--- src/sv/tb2i8_pkg.sv ---
// Shared types and constants for the tensor byte to int8 converter.
`default_nettype none

package tb2i8_pkg;

	localparam int COUNT_WIDTH_DEF = 32;
	localparam int CFG_INDEX_W     = 1;
	localparam int CFG_DATA_W      = 32;
	localparam int INDEX_W         = 32;
	localparam int PHASE_W         = 6;
	localparam int GATHER_W        = 24;
	localparam int MAG_W           = 25;
	localparam int SHIFT_W         = 6;

	localparam logic [CFG_INDEX_W-1:0] REG_TENSOR_TYPE  = 1'd0;
	localparam logic [CFG_INDEX_W-1:0] REG_WEIGHT_COUNT = 1'd1;

	// Element / block lengths in bytes
	localparam logic [PHASE_W-1:0] LEN_F32         = 6'd4;
	localparam logic [PHASE_W-1:0] LEN_F16         = 6'd2;
	localparam logic [PHASE_W-1:0] LEN_Q8_0        = 6'd34;
	localparam logic [PHASE_W-1:0] LEN_RAW         = 6'd1;
	localparam logic [PHASE_W-1:0] Q8_SCALE_BYTES  = 6'd2;
	localparam logic [PHASE_W-1:0] F32_LAST_PHASE  = 6'd3;
	localparam logic [PHASE_W-1:0] F16_LAST_PHASE  = 6'd1;

	localparam logic [4:0] F16_EXP_MAX   = 5'h1F;
	localparam logic [4:0] F16_EXP_SAT   = 5'd25;
	localparam logic [7:0] F32_EXP_MAX   = 8'hFF;
	localparam logic [9:0] F32_BIAS_OFS  = 10'd150;
	localparam logic [9:0] F32_SHIFT_LIM = 10'd63;

	typedef enum logic [1:0] {
		TT_F32  = 2'd0,
		TT_F16  = 2'd1,
		TT_Q8_0 = 2'd2,
		TT_RAW  = 2'd3
	} tensor_type_t;

	// How the final stage forms the weight
	typedef enum logic [1:0] {
		CLS_ZERO = 2'd0,
		CLS_SAT  = 2'd1,
		CLS_NUM  = 2'd2,
		CLS_RAW  = 2'd3
	} cls_t;

endpackage

`default_nettype wire

--- src/sv/tb2i8_ifs.sv ---
// Channel interfaces: tensor byte input, weight output, register write.
`default_nettype none

interface tb2i8_byte_if
	import tb2i8_pkg::*;
();
	logic       valid;
	logic       ready;
	logic [7:0] data_byte;
	logic       first_byte;

	modport source (output valid, output data_byte, output first_byte, input ready);
	modport sink   (input valid, input data_byte, input first_byte, output ready);
endinterface

interface tb2i8_weight_if
	import tb2i8_pkg::*;
();
	logic               valid;
	logic               ready;
	logic signed [7:0]  weight;
	logic [INDEX_W-1:0] weight_index;
	logic               last_weight;

	modport source (output valid, output weight, output weight_index, output last_weight,
		input ready);
	modport sink   (input valid, input weight, input weight_index, input last_weight,
		output ready);
endinterface

interface tb2i8_cfg_if
	import tb2i8_pkg::*;
();
	logic                   valid;
	logic                   ready;
	logic [CFG_INDEX_W-1:0] index;
	logic [CFG_DATA_W-1:0]  data;

	modport source (output valid, output index, output data, input ready);
	modport sink   (input valid, input index, input data, output ready);
endinterface

`default_nettype wire

--- src/sv/tensor_bytes_to_int8.sv ---
// Tensor byte stream to saturated int8 weight converter, top level.
//
// Usage: raw little-endian tensor bytes enter on the bytes channel, one byte
// per beat, with first_byte set on a tensor's first byte. Each complete element
// leaves on the weights channel as a signed 8-bit weight with its index and a
// last flag. Register 0 (tensor_type) selects single float, half float, Q8_0
// blocks or raw copy; register 1 (weight_count) sets how many weights a tensor
// holds. Registers are written through cfg, which is always ready; the user must
// write them only while the block is idle, as the block does not enforce this.
// On its way to weights a result passes through stage 1 (gather/state update),
// stage 2 (float decode and rounding) and the output register (shift and
// saturate). Throughput: one byte per cycle while weights is not stalled, set
// by the per-byte counter update in the accept stage.
// Beats that produce no weight (Q8_0 scale bytes, partial floats, bytes after
// the last weight) update state only.
// Reset clears the pipeline and leaves the block waiting for a first_byte;
// tensor_type resets to Q8_0 and weight_count to zero.
// When the receiver stalls, results hold in the output register and the two
// stages behind it fill; bytes is then held off until space frees up.
`default_nettype none

module tensor_bytes_to_int8
	import tb2i8_pkg::*;
#(
	parameter int COUNT_WIDTH = COUNT_WIDTH_DEF
) (
	input  wire              clk,
	input  wire              arst_n,
	tb2i8_cfg_if.sink        cfg,
	tb2i8_byte_if.sink       bytes,
	tb2i8_weight_if.source   weights
);

	localparam int CMP_W = (COUNT_WIDTH > INDEX_W) ? COUNT_WIDTH : INDEX_W;

	// Configuration
	tensor_type_t         tensor_type_q;
	logic [INDEX_W-1:0]   weight_count_q;

	// Stream state
	logic [GATHER_W-1:0]    gather_q;
	logic [PHASE_W-1:0]     phase_q;
	logic [COUNT_WIDTH-1:0] done_q;
	logic                   finished_q;

	logic [GATHER_W-1:0]    gather_n;
	logic [PHASE_W-1:0]     phase_n;
	logic [COUNT_WIDTH-1:0] done_n;
	logic                   finished_n;
	logic                   emit;
	logic [31:0]            word;
	logic [INDEX_W-1:0]     idx;
	logic                   last;

	// Stage 1: assembled element
	logic                 valid_s1;
	logic [31:0]          word_s1;
	tensor_type_t         type_s1;
	logic [INDEX_W-1:0]   idx_s1;
	logic                 last_s1;

	// Stage 2: magnitude before the final shift
	logic                 valid_s2;
	cls_t                 cls_s2;
	logic                 neg_s2;
	logic [MAG_W-1:0]     mag_s2;
	logic [SHIFT_W-1:0]   sh_s2;
	logic [INDEX_W-1:0]   idx_s2;
	logic                 last_s2;

	// Output register
	logic                 out_valid_q;
	logic signed [7:0]    weight_q;
	logic [INDEX_W-1:0]   index_q;
	logic                 last_q;

	logic out_en, s2_en, s1_en, accept;

	assign out_en      = !out_valid_q || weights.ready;
	assign s2_en       = !valid_s2 || out_en;
	assign s1_en       = !valid_s1 || s2_en;
	assign bytes.ready = s1_en;
	assign accept      = bytes.valid && s1_en;
	assign cfg.ready   = 1'b1;

	assign weights.valid        = out_valid_q;
	assign weights.weight       = weight_q;
	assign weights.weight_index = index_q;
	assign weights.last_weight  = last_q;

	always_ff @(posedge clk or negedge arst_n) begin
		if (!arst_n) begin
			tensor_type_q  <= TT_Q8_0;
			weight_count_q <= '0;
		end else if (cfg.valid) begin
			unique case (cfg.index)
				REG_TENSOR_TYPE: begin
					tensor_type_q <= tensor_type_t'(cfg.data[1:0]);
				end
				REG_WEIGHT_COUNT: begin
					weight_count_q <= cfg.data[INDEX_W-1:0];
				end
				default: begin
				end
			endcase
		end
	end

	// Accept stage: counters, byte gathering, emit decision
	always_comb begin
		logic [GATHER_W-1:0]    gather_c;
		logic [PHASE_W-1:0]     phase_c;
		logic [COUNT_WIDTH-1:0] done_c;
		logic                   finished_c;
		logic [PHASE_W-1:0]     len;
		logic [PHASE_W-1:0]     ph;
		logic [PHASE_W-1:0]     ph_adv;
		logic [7:0]             b;

		b          = bytes.data_byte;
		gather_c   = bytes.first_byte ? '0 : gather_q;
		phase_c    = bytes.first_byte ? '0 : phase_q;
		done_c     = bytes.first_byte ? '0 : done_q;
		finished_c = bytes.first_byte ? 1'b0 : finished_q;

		gather_n   = gather_c;
		phase_n    = phase_c;
		done_n     = done_c;
		finished_n = finished_c;
		emit       = 1'b0;
		word       = '0;
		last       = 1'b0;
		ph         = '0;
		ph_adv     = '0;
		idx        = INDEX_W'(CMP_W'(done_c));

		case (tensor_type_q)
			TT_F32:  len = LEN_F32;
			TT_F16:  len = LEN_F16;
			TT_Q8_0: len = LEN_Q8_0;
			default: len = LEN_RAW;
		endcase

		if (!finished_c) begin
			if (CMP_W'(done_c) >= CMP_W'(weight_count_q)) begin
				finished_n = 1'b1;
			end else begin
				ph = (phase_c >= len) ? '0 : phase_c;
				case (tensor_type_q)
					TT_F32: begin
						if (ph == F32_LAST_PHASE) begin
							emit = 1'b1;
							word = {b, gather_c};
						end else begin
							case (ph[1:0])
								2'd0:    gather_n = gather_c | {16'b0, b};
								2'd1:    gather_n = gather_c | {8'b0, b, 8'b0};
								default: gather_n = gather_c | {b, 16'b0};
							endcase
						end
					end
					TT_F16: begin
						if (ph == F16_LAST_PHASE) begin
							emit = 1'b1;
							word = {16'b0, b, gather_c[7:0]};
						end else begin
							gather_n = {16'b0, b};
						end
					end
					TT_Q8_0: begin
						if (ph >= Q8_SCALE_BYTES) begin
							emit = 1'b1;
							word = {24'b0, b};
						end
					end
					default: begin
						emit = 1'b1;
						word = {24'b0, b};
					end
				endcase
				ph_adv = ph + PHASE_W'(1);
				if (ph_adv >= len) begin
					phase_n  = '0;
					gather_n = '0;
				end else begin
					phase_n = ph_adv;
				end
				if (emit) begin
					done_n = done_c + COUNT_WIDTH'(1);
					// Counter wrap also ends the tensor
					last = (done_n == '0) || (CMP_W'(done_n) == CMP_W'(weight_count_q));
					finished_n = last;
				end
			end
		end
	end

	always_ff @(posedge clk or negedge arst_n) begin
		if (!arst_n) begin
			gather_q   <= '0;
			phase_q    <= '0;
			done_q     <= '0;
			finished_q <= 1'b1;
		end else if (accept) begin
			gather_q   <= gather_n;
			phase_q    <= phase_n;
			done_q     <= done_n;
			finished_q <= finished_n;
		end
	end

	always_ff @(posedge clk or negedge arst_n) begin
		if (!arst_n) begin
			valid_s1 <= 1'b0;
		end else if (s1_en) begin
			valid_s1 <= accept && emit;
		end
	end

	always_ff @(posedge clk) begin
		if (s1_en && accept && emit) begin
			word_s1 <= word;
			type_s1 <= tensor_type_q;
			idx_s1  <= idx;
			last_s1 <= last;
		end
	end

	// Decode stage: exponent classes, significand times 127, float32 rounding
	cls_t               cls_c;
	logic               neg_c;
	logic [MAG_W-1:0]   mag_c;
	logic [SHIFT_W-1:0] sh_c;

	always_comb begin
		logic [4:0]  h_ex;
		logic [17:0] h_prod;
		logic [4:0]  h_sh;
		logic [7:0]  f_ex;
		logic [23:0] f_sig;
		logic [30:0] f_p;
		logic        f_d7;
		logic [23:0] f_r;
		logic        f_rnd;
		logic        f_stk;
		logic [9:0]  f_sh;

		cls_c = CLS_ZERO;
		neg_c = 1'b0;
		mag_c = '0;
		sh_c  = '0;

		h_ex   = word_s1[14:10];
		h_prod = {7'b0, 1'b1, word_s1[9:0]} * 18'd127;
		h_sh   = F16_EXP_SAT - h_ex;

		f_ex  = word_s1[30:23];
		f_sig = {1'b1, word_s1[22:0]};
		f_p   = {f_sig, 7'b0} - {7'b0, f_sig};
		f_d7  = f_p[30];
		f_r   = f_d7 ? f_p[30:7] : f_p[29:6];
		f_rnd = f_d7 ? f_p[6] : f_p[5];
		f_stk = f_d7 ? (|f_p[5:0]) : (|f_p[4:0]);
		// Right shift still needed after rounding: 150 - d - exponent
		f_sh  = F32_BIAS_OFS - {2'b0, f_ex} - (f_d7 ? 10'd7 : 10'd6);

		case (type_s1)
			TT_F16: begin
				neg_c = word_s1[15];
				if (h_ex == '0) begin
					cls_c = CLS_ZERO;
				end else if (h_ex == F16_EXP_MAX) begin
					cls_c = (word_s1[9:0] != '0) ? CLS_ZERO : CLS_SAT;
				end else if (h_ex >= F16_EXP_SAT) begin
					cls_c = CLS_SAT;
				end else begin
					cls_c = CLS_NUM;
					mag_c = MAG_W'(h_prod);
					sh_c  = SHIFT_W'(h_sh);
				end
			end
			TT_F32: begin
				neg_c = word_s1[31];
				if (f_ex == '0) begin
					cls_c = CLS_ZERO;
				end else if (f_ex == F32_EXP_MAX) begin
					cls_c = (word_s1[22:0] != '0) ? CLS_ZERO : CLS_SAT;
				end else if (f_sh[9] || f_sh == '0) begin
					cls_c = CLS_SAT;
				end else if (f_sh >= F32_SHIFT_LIM) begin
					cls_c = CLS_ZERO;
				end else begin
					cls_c = CLS_NUM;
					mag_c = {1'b0, f_r} + MAG_W'(f_rnd && (f_stk || f_r[0]));
					sh_c  = f_sh[SHIFT_W-1:0];
				end
			end
			default: begin
				cls_c = CLS_RAW;
				mag_c = MAG_W'(word_s1[7:0]);
			end
		endcase
	end

	always_ff @(posedge clk or negedge arst_n) begin
		if (!arst_n) begin
			valid_s2 <= 1'b0;
		end else if (s2_en) begin
			valid_s2 <= valid_s1;
		end
	end

	always_ff @(posedge clk) begin
		if (s2_en && valid_s1) begin
			cls_s2  <= cls_c;
			neg_s2  <= neg_c;
			mag_s2  <= mag_c;
			sh_s2   <= sh_c;
			idx_s2  <= idx_s1;
			last_s2 <= last_s1;
		end
	end

	// Final stage: truncating shift and signed saturation, or zero, saturated or raw value by class
	logic [7:0] weight_c;

	always_comb begin
		logic [MAG_W-1:0] v;

		v = mag_s2 >> sh_s2;
		case (cls_s2)
			CLS_ZERO: weight_c = 8'h00;
			CLS_SAT:  weight_c = neg_s2 ? 8'h80 : 8'h7F;
			CLS_RAW:  weight_c = mag_s2[7:0];
			default: begin
				if (neg_s2) begin
					weight_c = (v >= MAG_W'(128)) ? 8'h80 : (8'h00 - v[7:0]);
				end else begin
					weight_c = (v > MAG_W'(127)) ? 8'h7F : v[7:0];
				end
			end
		endcase
	end

	always_ff @(posedge clk or negedge arst_n) begin
		if (!arst_n) begin
			out_valid_q <= 1'b0;
		end else if (out_en) begin
			out_valid_q <= valid_s2;
		end
	end

	always_ff @(posedge clk) begin
		if (out_en && valid_s2) begin
			weight_q <= weight_c;
			index_q  <= idx_s2;
			last_q   <= last_s2;
		end
	end

endmodule

`default_nettype wire
--- src/flat_wrapper.sv ---
// flat-port wrapper written by rule: the top's interface ports become plain ports
module tensor_bytes_to_int8_flat import tb2i8_pkg::*;
#(
	parameter int COUNT_WIDTH = COUNT_WIDTH_DEF
)
  (clk, arst_n, cfg_valid, cfg_index, cfg_data, cfg_ready, bytes_valid, bytes_data_byte, bytes_first_byte, bytes_ready, weights_valid, weights_weight, weights_weight_index, weights_last_weight, weights_ready);
  tb2i8_cfg_if cfg_i ();
  tb2i8_byte_if bytes_i ();
  tb2i8_weight_if weights_i ();
  input  wire clk;
  input  wire arst_n;
  input wire logic [$bits(cfg_i.valid)-1:0] cfg_valid;
  input wire logic [$bits(cfg_i.index)-1:0] cfg_index;
  input wire logic [$bits(cfg_i.data)-1:0] cfg_data;
  output wire logic [$bits(cfg_i.ready)-1:0] cfg_ready;
  input wire logic [$bits(bytes_i.valid)-1:0] bytes_valid;
  input wire logic [$bits(bytes_i.data_byte)-1:0] bytes_data_byte;
  input wire logic [$bits(bytes_i.first_byte)-1:0] bytes_first_byte;
  output wire logic [$bits(bytes_i.ready)-1:0] bytes_ready;
  output wire logic [$bits(weights_i.valid)-1:0] weights_valid;
  output wire logic [$bits(weights_i.weight)-1:0] weights_weight;
  output wire logic [$bits(weights_i.weight_index)-1:0] weights_weight_index;
  output wire logic [$bits(weights_i.last_weight)-1:0] weights_last_weight;
  input wire logic [$bits(weights_i.ready)-1:0] weights_ready;
  assign cfg_i.valid = cfg_valid;
  assign cfg_i.index = cfg_index;
  assign cfg_i.data = cfg_data;
  assign cfg_ready = cfg_i.ready;
  assign bytes_i.valid = bytes_valid;
  assign bytes_i.data_byte = bytes_data_byte;
  assign bytes_i.first_byte = bytes_first_byte;
  assign bytes_ready = bytes_i.ready;
  assign weights_valid = weights_i.valid;
  assign weights_weight = weights_i.weight;
  assign weights_weight_index = weights_i.weight_index;
  assign weights_last_weight = weights_i.last_weight;
  assign weights_i.ready = weights_ready;
  tensor_bytes_to_int8 #(.COUNT_WIDTH(COUNT_WIDTH)) u_core (.clk(clk), .arst_n(arst_n), .cfg(cfg_i), .bytes(bytes_i), .weights(weights_i));
endmodule
--- config.mk ---
export PLATFORM = sky130hd
export DESIGN_NAME = tensor_bytes_to_int8_flat
export DESIGN_NICKNAME = d
export VERILOG_FILES = /design/src/sv/tb2i8_pkg.sv /design/src/sv/tb2i8_ifs.sv /design/src/sv/tensor_bytes_to_int8.sv /design/src/flat_wrapper.sv
export SDC_FILE = /design/constraint.sdc
export NUM_CORES = 1
export LEC_CHECK = 0
export BUFFER_PORTS_ARGS = -buffer_cell sky130_fd_sc_hd__buf_2
export CAP_MARGIN = 20
export CORE_ASPECT_RATIO = 2
export CORE_MARGIN = 8
export CORE_UTILIZATION = 25
export DETAILED_ROUTE_END_ITERATION = 6
export PLACE_DENSITY = 0.41
export SLEW_MARGIN = 40
export SYNTH_ARGS = -nofsm -noshare
export SYNTH_HDL_FRONTEND = slang
export SYNTH_SLANG_ARGS = --single-unit
--- constraint.sdc ---
create_clock -name clk -period 14.9 [get_ports clk]
set_clock_uncertainty 0.2 [all_clocks]
set_input_delay 1.49 -clock clk [delete_from_list [all_inputs] [get_ports clk]]
set_output_delay 1.49 -clock clk [all_outputs]
set_load 0.05 [all_outputs]
# After elaboration in Yosys (flattened, before gate mapping)

Index checks and enable logic that the tools add are counted.

Register bits: 275
Latch bits: 0
Memory bits (writable): 0
ROM bits: 0
Bits of input ports: 47
Output and inout port bits: 44
Word-level logic and storage cells: 156
Memories kept: 0

Add/subtract/negate cells: 8
Multipliers: 1
Divide/modulo/power cells: 0
$lt $le $gt $ge: 8
Equality and inequality tests: 11
Shift-type cells: 1
Muxes and demuxes: 70
Bitwise gates (word level): 4
Reduce and logical (&&, ||, !) cells: 31

Operator list:

| cell                                                                    | count |
|---|---|
| 24-bit 2-to-1 mux                                                       | 7 |
| 32-bit 2-to-1 mux                                                       | 5 |
| 25-bit 2-to-1 mux                                                       | 6 |
| 24-bit one-hot mux with 2 select lines                                  | 2 |
| 32-bit one-hot mux with 3 select lines                                  | 1 |
| 6-bit 2-to-1 mux                                                        | 11 |
| 25-bit one-hot mux with 2 select lines                                  | 1 |
| 8-bit 2-to-1 mux                                                        | 5 |
| 32-bit by 1-bit adder with 32-bit output (second input constant)        | 1 |
| 32-bit == test                                                          | 1 |
| 32-bit >= comparator                                                    | 1 |
| 32-bit logical NOT                                                      | 1 |
| 31-bit by 24-bit subtractor with 31-bit output                          | 1 |
| 24-bit by 1-bit adder with 25-bit output                                | 1 |
| 25-bit by 8-bit >= comparator with 1-bit output (second input constant) | 1 |
| 25-bit by 7-bit > comparator with 1-bit output (second input constant)  | 1 |
| 25-bit by 6-bit >> shifter with 25-bit output                           | 1 |
| 24-bit by 16-bit OR with 24-bit output                                  | 1 |
| 24-bit OR                                                               | 1 |
| 24-bit by 8-bit OR with 24-bit output                                   | 1 |
| 8-bit one-hot mux with 3 select lines                                   | 1 |
| 23-bit nonzero test                                                     | 1 |
| 11-bit by 7-bit multiplier with 18-bit output (second input constant)   | 1 |
| 18-bit 2-to-1 mux                                                       | 1 |
| other kinds (37)                                                        | 80 |

# Depth between registers and ports, before layout

Gate-level depths: netlist (run 1).

Word-level depth: 12
Gate-level depth with buffers: 26
Gate-level depth less buffers: 21

# Worst setup path before layout (run 1)

Ideal clock, no wire load.

Kind: input -> register
Start: input port bytes_first_byte
End: register u_core.idx_s1[0] (enable)
Setup time: 0.398 ns
Arrival: 6.550 ns
Required time: 14.302 ns
Slack: 7.752 ns
Stages: 22
Path buffers: 8
Path through: buf_6 buf_6 buf_2 buf_2 clkbuf_1 clkbuf_1 nor2_1 ha_1 a21o_1 a211o_1 a211oi_2 nand2_1 inv_2 ha_1 inv_1 or3_1 and4b_1 buf_2 and3b_1 nand3_1 inv_2 buf_2

Longest elaborated chain between the ends: 11
Elaborated cells between the ends (all ways): 18
Those cells by class: 3 x order compare; 2 x eq/ne; 12 x mux; 1 x reduce/logical

RTL lines:

| what                                                                   | RTL line                                                                              | RTL |
|---|---|---|
| from (decl)                                                            | flat_wrapper.sv:18                                                                    | `input wire logic [$bits(bytes_i.first_byte)-1:0] bytes_first_byte;` |
| 6-bit 2-to-1 mux                                                       | tensor_bytes_to_int8.sv:122                                                           | `phase_c = bytes.first_byte ? '0 : phase_q;` |
| 6-bit >= comparator                                                    | tensor_bytes_to_int8.sv:148                                                           | `ph = (phase_c >= len) ? '0 : phase_c;` |
| 6-bit 2-to-1 mux                                                       | tensor_bytes_to_int8.sv:148                                                           |  |
| 6-bit by 2-bit >= comparator with 1-bit output (tied with other cells) | tensor_bytes_to_int8.sv:171                                                           | `if (ph >= Q8_SCALE_BYTES) begin` |
| 1-bit 2-to-1 mux, on equally long branches                             | tensor_bytes_to_int8.sv:171, tensor_bytes_to_int8.sv:151, tensor_bytes_to_int8.sv:163 |  |
| 1-bit one-hot mux with 3 select lines                                  | tensor_bytes_to_int8.sv:149                                                           | `case (tensor_type_q)` |
| 1-bit 2-to-1 mux                                                       | tensor_bytes_to_int8.sv:145                                                           | `if (CMP_W'(done_c) >= CMP_W'(weight_count_q)) begin` |
| 1-bit 2-to-1 mux                                                       | tensor_bytes_to_int8.sv:144                                                           | `if (!finished_c) begin` |
| 1-bit 2-to-1 mux                                                       | tensor_bytes_to_int8.sv:145                                                           |  |
| 1-bit 2-to-1 mux *                                                     | tensor_bytes_to_int8.sv:144                                                           |  |
| 1-bit logical AND *                                                    | tensor_bytes_to_int8.sv:221                                                           | `if (s1_en && accept && emit) begin` |
| to (signal assigned)                                                   | tensor_bytes_to_int8.sv:224                                                           | `idx_s1 <= idx;` |
| to (decl)                                                              | tensor_bytes_to_int8.sv:59                                                            | `logic [INDEX_W-1:0] idx_s1;` |

Every way passes the cells marked *; elsewhere a longest branch is shown, timed or not. The select of a mux whose other input is x is not followed.
A chain may end at the register's enable or synchronous reset.

# Worst setup path in the final report (run 1)

Start: input port bytes_first_byte
End: register u_core.idx_s1[20] (enable)

Same word-level chain as after synthesis.

==> results.toml, run 1 <==
[clock_tree]
post_cts_buffers = 0
cts_resized = 0
path_clk_slew_ns = 0.07
cts.sinks = 275
cts_buffers = 30
clockBufferDepth = 3
htreeDepth = 1
insertion_delay_ns = 0.60
postCtsHoldBufs = 0
cts-root-buf = "clkbuf_16"
tritoncts = "yes"

[final_layout]
area_growth_pct = 12.84
drive_gt1_share_pct = 14.05
fin_nets = 2272
layout_commonest_cell = "edfxtp_1"
layout_common_cells = "edfxtp_1, inv_1, nand2_1"
nFillCells = 8488
antenna_cells = 0

[floorplanning]
design.core.area_um2 = 80010
num_rows = 147
die_height_um = 417.1
die_w_um = 216.6
die-area_um2 = 90340
io_pins = 91
start_util_pct = 25.14

[worst_setup_path]
worstSetupStartpointType = "primary input"
rr_endpoint = "u_core.idx_s1[20]$_DFFE_PP_"
rr_worst_depth = 16
end_kind = "register"
worstSetupPathType = "in2reg"
r2r_slack_ns = 7.82
critPathArrivalTime_ns = 7.66
r2r-start = "u_core.tensor_type_q[1]$_DFFE_PN1P_"
critical_path_required_ns = 14.92
path_max_fanout = 61

[global_route]
grt_overflow_total = 0
gr-usage-all-layers_pct = 15.68
grt_pass1_wl_mm = 107.7
grt_start_max_net_pins = 73
antenna_found_initial = 2
first_global_vias = 17114

[power_and_ir_drop]
combPwrFrac_pct = 38.5
irDropWorstVdd_v = 0.0001005
total_leakage_power_nw = 9.113
seqPwrFrac_pct = 34.4
p_sw_mw = 1.106
p_total_mw = 2.818
p_per_area_nw_per_um2 = 124.2
p_clk_share_pct = 27.1
p_sw_share_pct = 39.25
internal_power_mw = 1.712

[detailed_routing]
via_count = 15944
drtIter0Drc = 765
wirelength_mm = 72.01
ant_nets = 0
viasPerCell = 5.074
drc = 0
first_pass_iters = 6
wl_per_cell_um = 22.92

[logic_synthesis]
synth-main-ff-cell = "edfxtp_1"
synth_edf_count = 175
ys_seq_elements = 275
ys_seq_area_share_pct = 38.58
netlist_instances = 2024
netlist_area_um2 = 20110
synth_nets = 2221
ys_async_sr_fraction_pct = 36.36
ys_types = 108
syn_area_per_cell_um2 = 9.937
yosysWarnings = 0

[run_status]
status = "completed"

[timing]
setup_viol = 0
finalCritPeriodShare_pct = 51.23
worst_slack_ns = 7.267
finalHoldViolCount = 0
relSlewSlack_pct = 46.33
clock.fmax_mhz = 131.0
min_period_ns = 7.633
fin_tns_setup_ns = 0
slew_viol_final = 0
grt_setup_unrepaired = "false"
tightest_slew_ns = 0.7993

[placed_design]
pre_cts_ws_ns = 6.453
place.gp.congestion = 0.8834
dp.final_hpwl_mm = 57.74
io_buffers = 89

[worst_hold_path]
min_to = "u_core.weights.weight_index[27]$_DFFE_PP_"
hp-start = "u_core.idx_s2[27]$_DFFE_PP_"
holdPathStages = 0
hp-class = "reg2reg"

[job]
max_cap_viol_count = 0
[metal layers]
| layer | routed length [um] | up-vias | global-route usage, % | part of all wire [%] |
|---|---|---|---|---|
| li1 | - | 7547 | - | - |
| met1 | 22130 | 7920 | 13.07 | 31 |
| met2 | 44110 | 334 | 34.39 | 61 |
| met3 | 1874 | 141 | 1.587 | 2.6 |
| met4 | 3888 | 2 | 7.783 | 5.4 |
| met5 | 11 | - | 0 | 0.015 |
[cells in the mapped netlist (14+ instances only)]
master | count | share of area (%)
mux2_2 | 45 | 2.5
nand3_1 | 64 | 1.6
o22ai_1 | 17 | 0.53
a211oi_1 | 14 | 0.52
o21ai_0 | 72 | 1.8
mux4_2 | 16 | 1.8
mux2i_1 | 34 | 1.7
nand2_1 | 139 | 2.6
a21o_1 | 25 | 0.93
nor2_1 | 128 | 2.4
buf_2 | 31 | 0.77
a21oi_1 | 102 | 2.5
inv_1 | 158 | 2.9
a22o_1 | 20 | 0.87
xnor2_1 | 84 | 3.7
and3_1 | 34 | 1.1
nor4_1 | 26 | 0.81
a31oi_1 | 27 | 0.84
edfxtp_1 | 175 | 26
xor2_1 | 31 | 1.3
o211ai_1 | 15 | 0.56
o21a_1 | 15 | 0.56
dfrtp_1 | 98 | 12
nor2b_1 | 45 | 1.4
clkbuf_1 | 46 | 0.86
and2_1 | 20 | 0.62
ha_1 | 117 | 7.3
nor3_1 | 50 | 1.2
a22oi_1 | 27 | 1.0
nand2b_1 | 26 | 0.81
nand4_1 | 31 | 0.96
fa_1 | 33 | 3.3
[registers in the layout, indices dropped and copies added, names as in the netlist, 2 cells and up]
| name | count |
|---|---|
| u_core.weight_count_q | 32 |
| u_core.type_s1 | 2 |
| u_core.weights.weight_index | 32 |
| u_core.mag_s2 | 25 |
| u_core.gather_q | 24 |
| u_core.done_q | 32 |
| u_core.phase_q | 6 |
| u_core.word_s1 | 32 |
| u_core.sh_s2 | 6 |
| u_core.idx_s1 | 32 |
| u_core.tensor_type_q | 2 |
| u_core.weights.weight | 8 |
| u_core.cls_s2 | 2 |
| u_core.idx_s2 | 32 |
[critical path, stage by stage]
cell and delay, ns:
buf_2 0.30, buf_4 0.62, nor2_1 0.12, ha_1 0.31, a21o_1 0.16, a211o_1 0.38, a211oi_2 0.33, nand2_1 0.18
inv_2 0.12, ha_1 0.31, inv_1 0.10, or3_1 0.47, and4b_1 0.35, and3b_1 0.68, nand3_2 0.54, clkinv_2 0.56
buf_6 0.53
[metrics by stage]
stage          area, um2  utilization [%]  hold WS, ns  cells
2_1_floorplan      20110                -       0.2003   2024
3_3_place_gp       21600            27.00       0.2064   3083
3_5_place_dp       21680            27.10       0.2045   3085
4_1_cts            22660            28.32       0.2222   3141
5_1_grt            22700            28.37       0.2308   3142
6_report           22700            28.37       0.2180   3142
[worst max path at each step]
| stage | endpoint | start | slack (ns) | cells after the start |
|---|---|---|---|---|
| floorplan | u_core.idx_s1[0]$_DFFE_PP_ | bytes_first_byte | 7.75 | 22 |
| global placement | u_core.idx_s1[30]$_DFFE_PP_ | bytes_first_byte | 6.16 | 16 |
| detailed placement | u_core.idx_s1[30]$_DFFE_PP_ | bytes_first_byte | 6.45 | 16 |
| CTS | u_core.idx_s1[20]$_DFFE_PP_ | bytes_first_byte | 7.09 | 16 |
| global route | u_core.done_q[15]$_DFFE_PN0P_ | bytes_first_byte | 6.90 | 19 |
| finish | u_core.idx_s1[20]$_DFFE_PP_ | bytes_first_byte | 7.27 | 17 |
[power by group through the flow]
stage                     logic (mW)  clock network (mW)  registers [mW]
after floorplan                0.726                   0           0.979
after global placement          1.10                   0           0.985
after detailed placement        1.11                   0           0.985
after CTS                       1.12               0.796           0.971
after global routing            1.21               0.820           0.979
final                           1.08               0.763           0.970
[logic make-up after synthesis]
family / share of synthesized area, %
AND/OR/NAND/NOR: 17.37
AO/OA/AOI/OAI: 16.93
flip-flops: 38.58
buffers and inverters: 5.095
adder cells (fa/ha/maj): 10.56
XOR/XNOR: 5.443
multiplexers: 6.003
other: 0.01864
[final cells by class]
cell class | instances | area [um2] | share of cell area (%)
clock inverter | 21 | 177.7 | 0.7828
inverter | 165 | 623.1 | 2.745
clock buffer | 35 | 800.8 | 3.528
timing repair buffer | 109 | 650.6 | 2.867
sequential | 275 | 7760 | 34.19
tap | 1043 | 1305 | 5.750
multi-input combinational | 1494 | 11380 | 50.14
Power figures use the tool's default switching activity.
==> run 2, diff against run 1 <==
--- a/config.mk
+++ b/config.mk
@@ -5,13 +5,14 @@
 export SDC_FILE = /design/constraint.sdc
 export NUM_CORES = 1
 export LEC_CHECK = 0
+export ABC_AREA = 1
 export BUFFER_PORTS_ARGS = -buffer_cell sky130_fd_sc_hd__buf_2
 export CAP_MARGIN = 20
 export CORE_ASPECT_RATIO = 2
 export CORE_MARGIN = 8
 export CORE_UTILIZATION = 25
 export DETAILED_ROUTE_END_ITERATION = 6
-export PLACE_DENSITY = 0.41
+export PLACE_DENSITY = 0.42
 export SLEW_MARGIN = 40
 export SYNTH_ARGS = -nofsm -noshare
 export SYNTH_HDL_FRONTEND = slang
==> constraint.sdc (replaced) <==
create_clock -name clk -period 6.95 [get_ports clk]
set_clock_uncertainty 0.2 [all_clocks]
set_input_delay 0.695 -clock clk [delete_from_list [all_inputs] [get_ports clk]]
set_output_delay 0.695 -clock clk [all_outputs]
set_load 0.05 [all_outputs]
==> run 2 against run 1 <==
Against the previous run:
- sequential share of layout area down 2.0 points
- global-route usage up 2.3 points
- utilization up 0.13 points
- sequential power up 140%
- register-to-register slack worse by 6.6 ns
- final cell count up 33%
- synthesized area up 6.1%
- routed wire length up 21%
- clock power up 140%
- critical path type is now reg2reg
==> results.toml, run 2 <==
[power_and_ir_drop]
p_per_area_nw_per_um2 = 310.5
p_clk_share_pct = 24.5
combPwrFrac_pct = 44.8
p_sw_mw = 3.346
seqPwrFrac_pct = 30.7
internal_power_mw = 4.144
total_leakage_power_nw = 11.42
irDropWorstVdd_v = 0.0002317
p_sw_share_pct = 44.67

[timing]
min_period_ns = 5.718
slew_viol_final = 0
finalHoldViolCount = 0
grt_setup_unrepaired = "false"
relSlewSlack_pct = 37.95
finalCritPeriodShare_pct = 82.28
tightest_slew_ns = 0.9308
fin_tns_setup_ns = 0
whs_ns = 0.1427
setup_viol = 0
clock.fmax_mhz = 174.9

[logic_synthesis]
ys_types = 57
netlist_area_um2 = 21340
yosysMostFrequentCell = "nand2_1"
yosys-top-cells-count = "nand2_1, inv_1, nand3_1"
synth-main-ff-cell = "edfxtp_1"
netlist_instances = 2991
synth_top_area_share_pct = 24.63
syn_area_per_cell_um2 = 7.134
ys_seq_area_share_pct = 36.37
synth_edf_count = 175
ys_async_sr_fraction_pct = 36.36
synth_nets = 3188
synth.area.top_cells = "edfxtp_1, nand2_1, dfrtp_1, nand3_1, ha_1"
ys_seq_elements = 275
synth_area_leader_cell = "edfxtp_1"
yosysWarnings = 0

[clock_tree]
clockBufferDepth = 3
htreeDepth = 1
postCtsHoldBufs = 1
cts_resized = 0
tritoncts = "yes"
cts.sinks = 275
post_cts_buffers = 0
insertion_delay_ns = 0.61
cts-root-buf = "clkbuf_16"
path_clk_slew_ns = 0.07
cts_buffers = 30

[global_route]
use_met2_pct = 37.99
antenna_found_initial = 2
grt_pass1_wl_mm = 129.2
gr-usage-met1_pct = 14.08
grtUsageMet3_pct = 1.509
grt_start_max_net_pins = 65
gr-usage-all-layers_pct = 17.93
gr-max-usage-layer = "met2"
first_global_vias = 21063
grt_overflow_total = 0

[worst_setup_path]
cpMaxStageDelayCell = "edfxtp_1"
path_max_fanout = 38
startpoint = "u_core.word_s1[9]$_SDFFCE_PP0P_"
r2r-start = "u_core.word_s1[9]$_SDFFCE_PP0P_"
crit_family = "simple AND/OR/NAND/NOR gates"
worstSetupPathType = "reg2reg"
critical_path_required_ns = 7.15
worstSetupStartpointType = "register"
worst-path-buf-inv = 4
cpPeakStageDelay_ns = 0.70
critical_path.cell_chain = "inv_1 -> ha_1 -> nand2_1 -> nand2_1 -> o21ai_2 -> nand3_2 -> nand2_2 -> nand3_2 -> ha_1 -> inv_1 -> nand3_1 -> nand4_1 -> nor2_1 -> nand2_1 -> xor2_1 -> nand4_1 -> nor2_2 -> buf_4 -> inv_1 -> o22ai_1"
critPathArrivalTime_ns = 5.92
end_kind = "register"

[floorplanning]
die-area_um2 = 95520
start_util_pct = 25.21
io_pins = 91
num_rows = 151
design.core.area_um2 = 84640
die_height_um = 429.2
die_w_um = 222.6

[final_layout]
fin_util_pct = 28.50
drive_gt1_share_pct = 8.185
area_growth_pct = 13.05
layout_commonest_cell = "nand2_1"
fin_nets = 3264
layout_common_cells = "nand2_1, inv_1, nand3_1"

[detailed_routing]
wl_per_cell_um = 20.98
via_count = 20041
drc = 0
wirelength_mm = 87.38
drtIter0Drc = 932
first_pass_iters = 7
viasPerCell = 4.812
ant_nets = 0

[worst_hold_path]
hp-class = "in2reg"
hp-start = "cfg_data[26]"

[placed_design]
dp.final_hpwl_mm = 71.23
io_buffers = 89
place.gp.congestion = 0.9677

[job]
max_cap_viol_count = 0

[run_status]
status = "completed"
## run 2: cell types whose count changed in the layout (fill, tap and decap cells not counted), sizes merged, moves of 26 or more
cell    before  now
mux2i       34    0
nand2b      28    0
mux2        45    0
nand3       66  384
nand2      143  912
and3        34    0
nor3        52   18
nor2       129  325
nor2b       47    0
a21oi      106  146
inv        166  401
nor4        31    4
xnor2       87    8
a22oi       27    1
## run 2: final cells by class
| cell class | count | area [um2] |
|---|---|---|
| clock buffers | 33 | 793.3 |
| multi-input cells | 2231 | 11670 |
| well taps | 1071 | 1340 |
| fillers | 9369 | 60520 |
| repair buffers | 124 | 724.4 |
| inverters | 405 | 1524 |
| diodes | 3 | 7.507 |
| flip-flops and latches | 275 | 7760 |
| clock inverters | 23 | 304.0 |
## run 2: worst paths after layout
path                                                              to  slack (ns)  cells after the start
setup / recovery                           u_core.sh_s2[1]$_DFFE_PP_        1.23                     20
hold / removal                 u_core.weight_count_q[26]$_DFFE_PN0P_        0.14                      3
setup reg to reg                           u_core.sh_s2[1]$_DFFE_PP_        1.23                     20
hold reg to reg            u_core.weights.weight_index[26]$_DFFE_PP_        0.22                      0
max in group asynchronous              u_core.done_q[26]$_DFFE_PN0P_        4.96                      3
min in group asynchronous             u_core.gather_q[8]$_DFFE_PN0P_        0.42                      2
## run 2: metal layers
metal  share of wire (%)  vias up  wire [um]
met4                 9.7        0       8495
met1                  29     9365      25730
li1                    -     9934          -
met2                  59      485      51140
met5                   0        -          0
met3                 2.3      257       2003
## run 2: worst register-to-register path: cells and delay by family, from the launching register on
kind | cells | cell delay [ns]
compound gates | 2 | 0.43
xor+xnor | 1 | 0.27
fa+ha+maj | 2 | 1.00
buf+inv | 4 | 1.02
flops | 1 | 0.70
simple gates | 11 | 1.92
## run 2: cell families (layout without fill, tap and decap cells)
kind of cell | after synthesis | after routing | synth area share (%)
flops | 275 | 275 | 36.37
xor+xnor | 35 | 35 | 1.501
other cells | 1 | 4 | 0.01758
fa+ha+maj | 150 | 150 | 9.957
simple gates | 1717 | 1717 | 34.35
compound gates | 328 | 328 | 8.761
buf+inv | 485 | 585 | 9.048
## run 2: power groups by stage
stage | Sequential, mW | Combinational [mW] | Clock [mW]
3_3_place_gp | 2.34 | 3.37 | 0
4_1_cts | 2.30 | 3.39 | 1.89
5_1_grt | 2.32 | 3.77 | 1.93
3_5_place_dp | 2.32 | 3.37 | 0
6_report | 2.30 | 3.36 | 1.84
2_1_floorplan | 2.31 | 2.27 | 0
## run 2: per-stage QoR
| stage | std cells | total power, mW | setup slack (ns) | cell area, um2 |
|---|---|---|---|---|
| after floorplan | 2991 | 4.580 | 1.859 | 21340 |
| after global placement | 4103 | 5.703 | 0.9843 | 22970 |
| after detailed placement | 4105 | 5.695 | 1.159 | 23000 |
| after CTS | 4162 | 7.574 | 1.183 | 24110 |
| after global routing | 4165 | 8.022 | 0.8626 | 24120 |
| final | 4165 | 7.491 | 1.232 | 24120 |
==> run 3, diff against run 2 <==
==> constraint.sdc (replaced) <==
create_clock -name clk -period 4.9 [get_ports clk]
set_clock_uncertainty 0.2 [all_clocks]
set_input_delay 0.49 -clock clk [delete_from_list [all_inputs] [get_ports clk]]
set_output_delay 0.49 -clock clk [all_outputs]
set_load 0.05 [all_outputs]
==> run 3 against run 2 <==
Against the previous run:
- the flow now finishes with violations (design-rule violations)
- clock power increased by 23%
- routed wire length decreased by 0.37%
- global-route usage decreased by 0.090 points
==> results.toml, run 3 (synthesis results as in run 2) <==
[global_route]
grt_pass1_wl_mm = 128.6
first_global_vias = 21337
grt_overflow_total = 0
grt_start_max_net_pins = 101
gr-usage-all-layers_pct = 17.84
antenna_found_initial = 3

[worst_setup_path]
rr_endpoint = "u_core.mag_s2[14]$_DFFE_PP_"
cpPeakStageDelay_ns = 0.55
end_kind = "register"
r2r-start = "u_core.word_s1[2]$_SDFFCE_PP0P_"
r2r_slack_ns = 0.25
critical_path_required_ns = 5.04
path_max_fanout = 4
cpMaxStageDelayCell = "fa_1"
critPathArrivalTime_ns = 4.79
worst-path-buf-inv = 2
rr_worst_depth = 15
crit_family = "adder cells"
crit_top_cell = "fa_1"
worstSetupStartpointType = "register"
critical_path.cell_chain = "inv_1 -> fa_1 -> fa_1 -> fa_1 -> inv_1 -> fa_1 -> ha_1 -> a21oi_1 -> o21ai_0 -> nand2_1 -> o2111ai_2 -> a31o_2 -> o21ai_0 -> a21oi_1 -> o21bai_1"
worstSetupPathType = "reg2reg"

[clock_tree]
cts-root-buf = "clkbuf_16"
cts_buffers = 30
path_clk_slew_ns = 0.07
insertion_delay_ns = 0.61
tritoncts = "yes"
htreeDepth = 1
clockBufferDepth = 3
cts.sinks = 275

[final_layout]
layout_commonest_cell = "nand2_1"
fin_nets = 3403
fin_util_pct = 29.80
layout_common_cells = "nand2_1, inv_1, nand3_1"
drive_gt1_share_pct = 10.87
area_growth_pct = 18.21

[timing]
fin_tns_setup_ns = 0
tightest_slew_ns = 0.7546
grt_setup_unrepaired = "false"
clock.fmax_mhz = 215.0
min_period_ns = 4.652
setup_viol = 0
finalHoldViolCount = 0
finalCritPeriodShare_pct = 94.93
slew_viol_final = 0
relSlewSlack_pct = 49.69

[floorplanning]
die-area_um2 = 95520
start_util_pct = 25.21
io_pins = 91
die_w_um = 222.6
die_height_um = 429.2
num_rows = 151
design.core.area_um2 = 84640

[detailed_routing]
viasPerCell = 4.779
drtIter0Drc = 1058
first_pass_iters = 7
via_count = 20562
wirelength_mm = 87.05
wl_per_cell_um = 20.23
ant_nets = 0
drc = 9

[power_and_ir_drop]
p_total_mw = 10.46
total_leakage_power_nw = 12.05
p_per_area_nw_per_um2 = 414.7
irDropWorstVdd_v = 0.0002645

[run_status]
violations = "design-rule violations"
status = "finished with violations"

[worst_hold_path]
min_to = "u_core.tensor_type_q[0]$_DFFE_PN0P_"
hp-start = "cfg_valid"
hp-class = "in2reg"
holdPathStages = 3

[placed_design]
dp.final_hpwl_mm = 71.49
io_buffers = 89
place.gp.congestion = 0.9535

[job]
max_cap_viol_count = 0
-- run 3: how the worst max path moves through the flow --
stage / startpoint / end / slack [ns] / depth (start not counted)
after global routing: u_core.word_s1[2]$_SDFFCE_PP0P_ / u_core.mag_s2[10]$_DFFE_PP_ / 0.004 / 16
after CTS: u_core.word_s1[9]$_SDFFCE_PP0P_ / u_core.mag_s2[11]$_DFFE_PP_ / 0.02 / 21
after floorplan: bytes_first_byte / u_core.idx_s1[0]$_DFFE_PP_ / 0.01 / 19
after global placement: u_core.word_s1[9]$_SDFFCE_PP0P_ / u_core.mag_s2[11]$_DFFE_PP_ / 0.07 / 21
after detailed placement: u_core.word_s1[9]$_SDFFCE_PP0P_ / u_core.mag_s2[11]$_DFFE_PP_ / 0.06 / 21
final: u_core.word_s1[2]$_SDFFCE_PP0P_ / u_core.mag_s2[14]$_DFFE_PP_ / 0.25 / 15
-- run 3: final cells by class --
| cell class | instances | area [um2] |
|---|---|---|
| antenna | 2 | 5.005 |
| sequential | 275 | 7760 |
| fill | 9360 | 59420 |
| tap | 1071 | 1340 |
| clock buffer | 42 | 827.0 |
| inverter | 405 | 1520 |
| timing repair buffer | 263 | 1966 |
| multi-input combinational | 2231 | 11700 |
| clock inverter | 14 | 106.4 |
-- run 3: metrics by stage --
stage / setup slack, ns / hold WS, ns / std cells / area [um2]
finish: 0.2482 / 0.07674 / 4303 / 25220
global route: 0.003795 / 0.09676 / 4302 / 25220
CTS: 0.01755 / 0.04042 / 4298 / 25170
detailed placement: 0.06270 / 0.2045 / 4207 / 23890
global placement: 0.06640 / 0.2010 / 4206 / 23860
floorplan: 0.01397 / -0.005591 / 2991 / 21340
-- run 3: timing repair --
| item | CTS | global route |
|---|---|---|
| gates resized for setup | 0 | 4 |
| buffers inserted | 0 | 3 |
| hold buffers | 35 | 0 |
| setup endpoints to repair | 0 | 10 |
| hold endpoints to repair | 133 | 0 |
-- run 3: where the power goes --
part | switching, mW | internal (mW) | leakage [nW] | total, mW
clock | 1.04 | 1.23 | 0.460 | 2.27
sequential | 0.281 | 2.93 | 2.84 | 3.21
combinational | 3.31 | 1.67 | 8.75 | 4.98
-- run 3: per-layer routing --
| layer | up-vias | GRT usage (%) | routed length (um) |
|---|---|---|---|
| met1 | 9584 | 13.56 | 25080 |
| li1 | 10209 | - | - |
| met3 | 248 | 1.537 | 2149 |
| met5 | - | 0 | 0 |
| met4 | 0 | 14.21 | 8066 |
| met2 | 521 | 38.53 | 51750 |
-- run 3: worst reg2reg max path, stage by stage, from the launching register on --
cell,delay [ns]
edfxtp_1,0.50
inv_1,0.17
fa_1,0.49
fa_1,0.51
fa_1,0.55
inv_1,0.05
fa_1,0.45
ha_1,0.35
a21oi_1,0.13
o21ai_0,0.13
nand2_1,0.10
o2111ai_2,0.17
a31o_2,0.26
o21ai_0,0.13
a21oi_1,0.05
o21bai_1,0.15
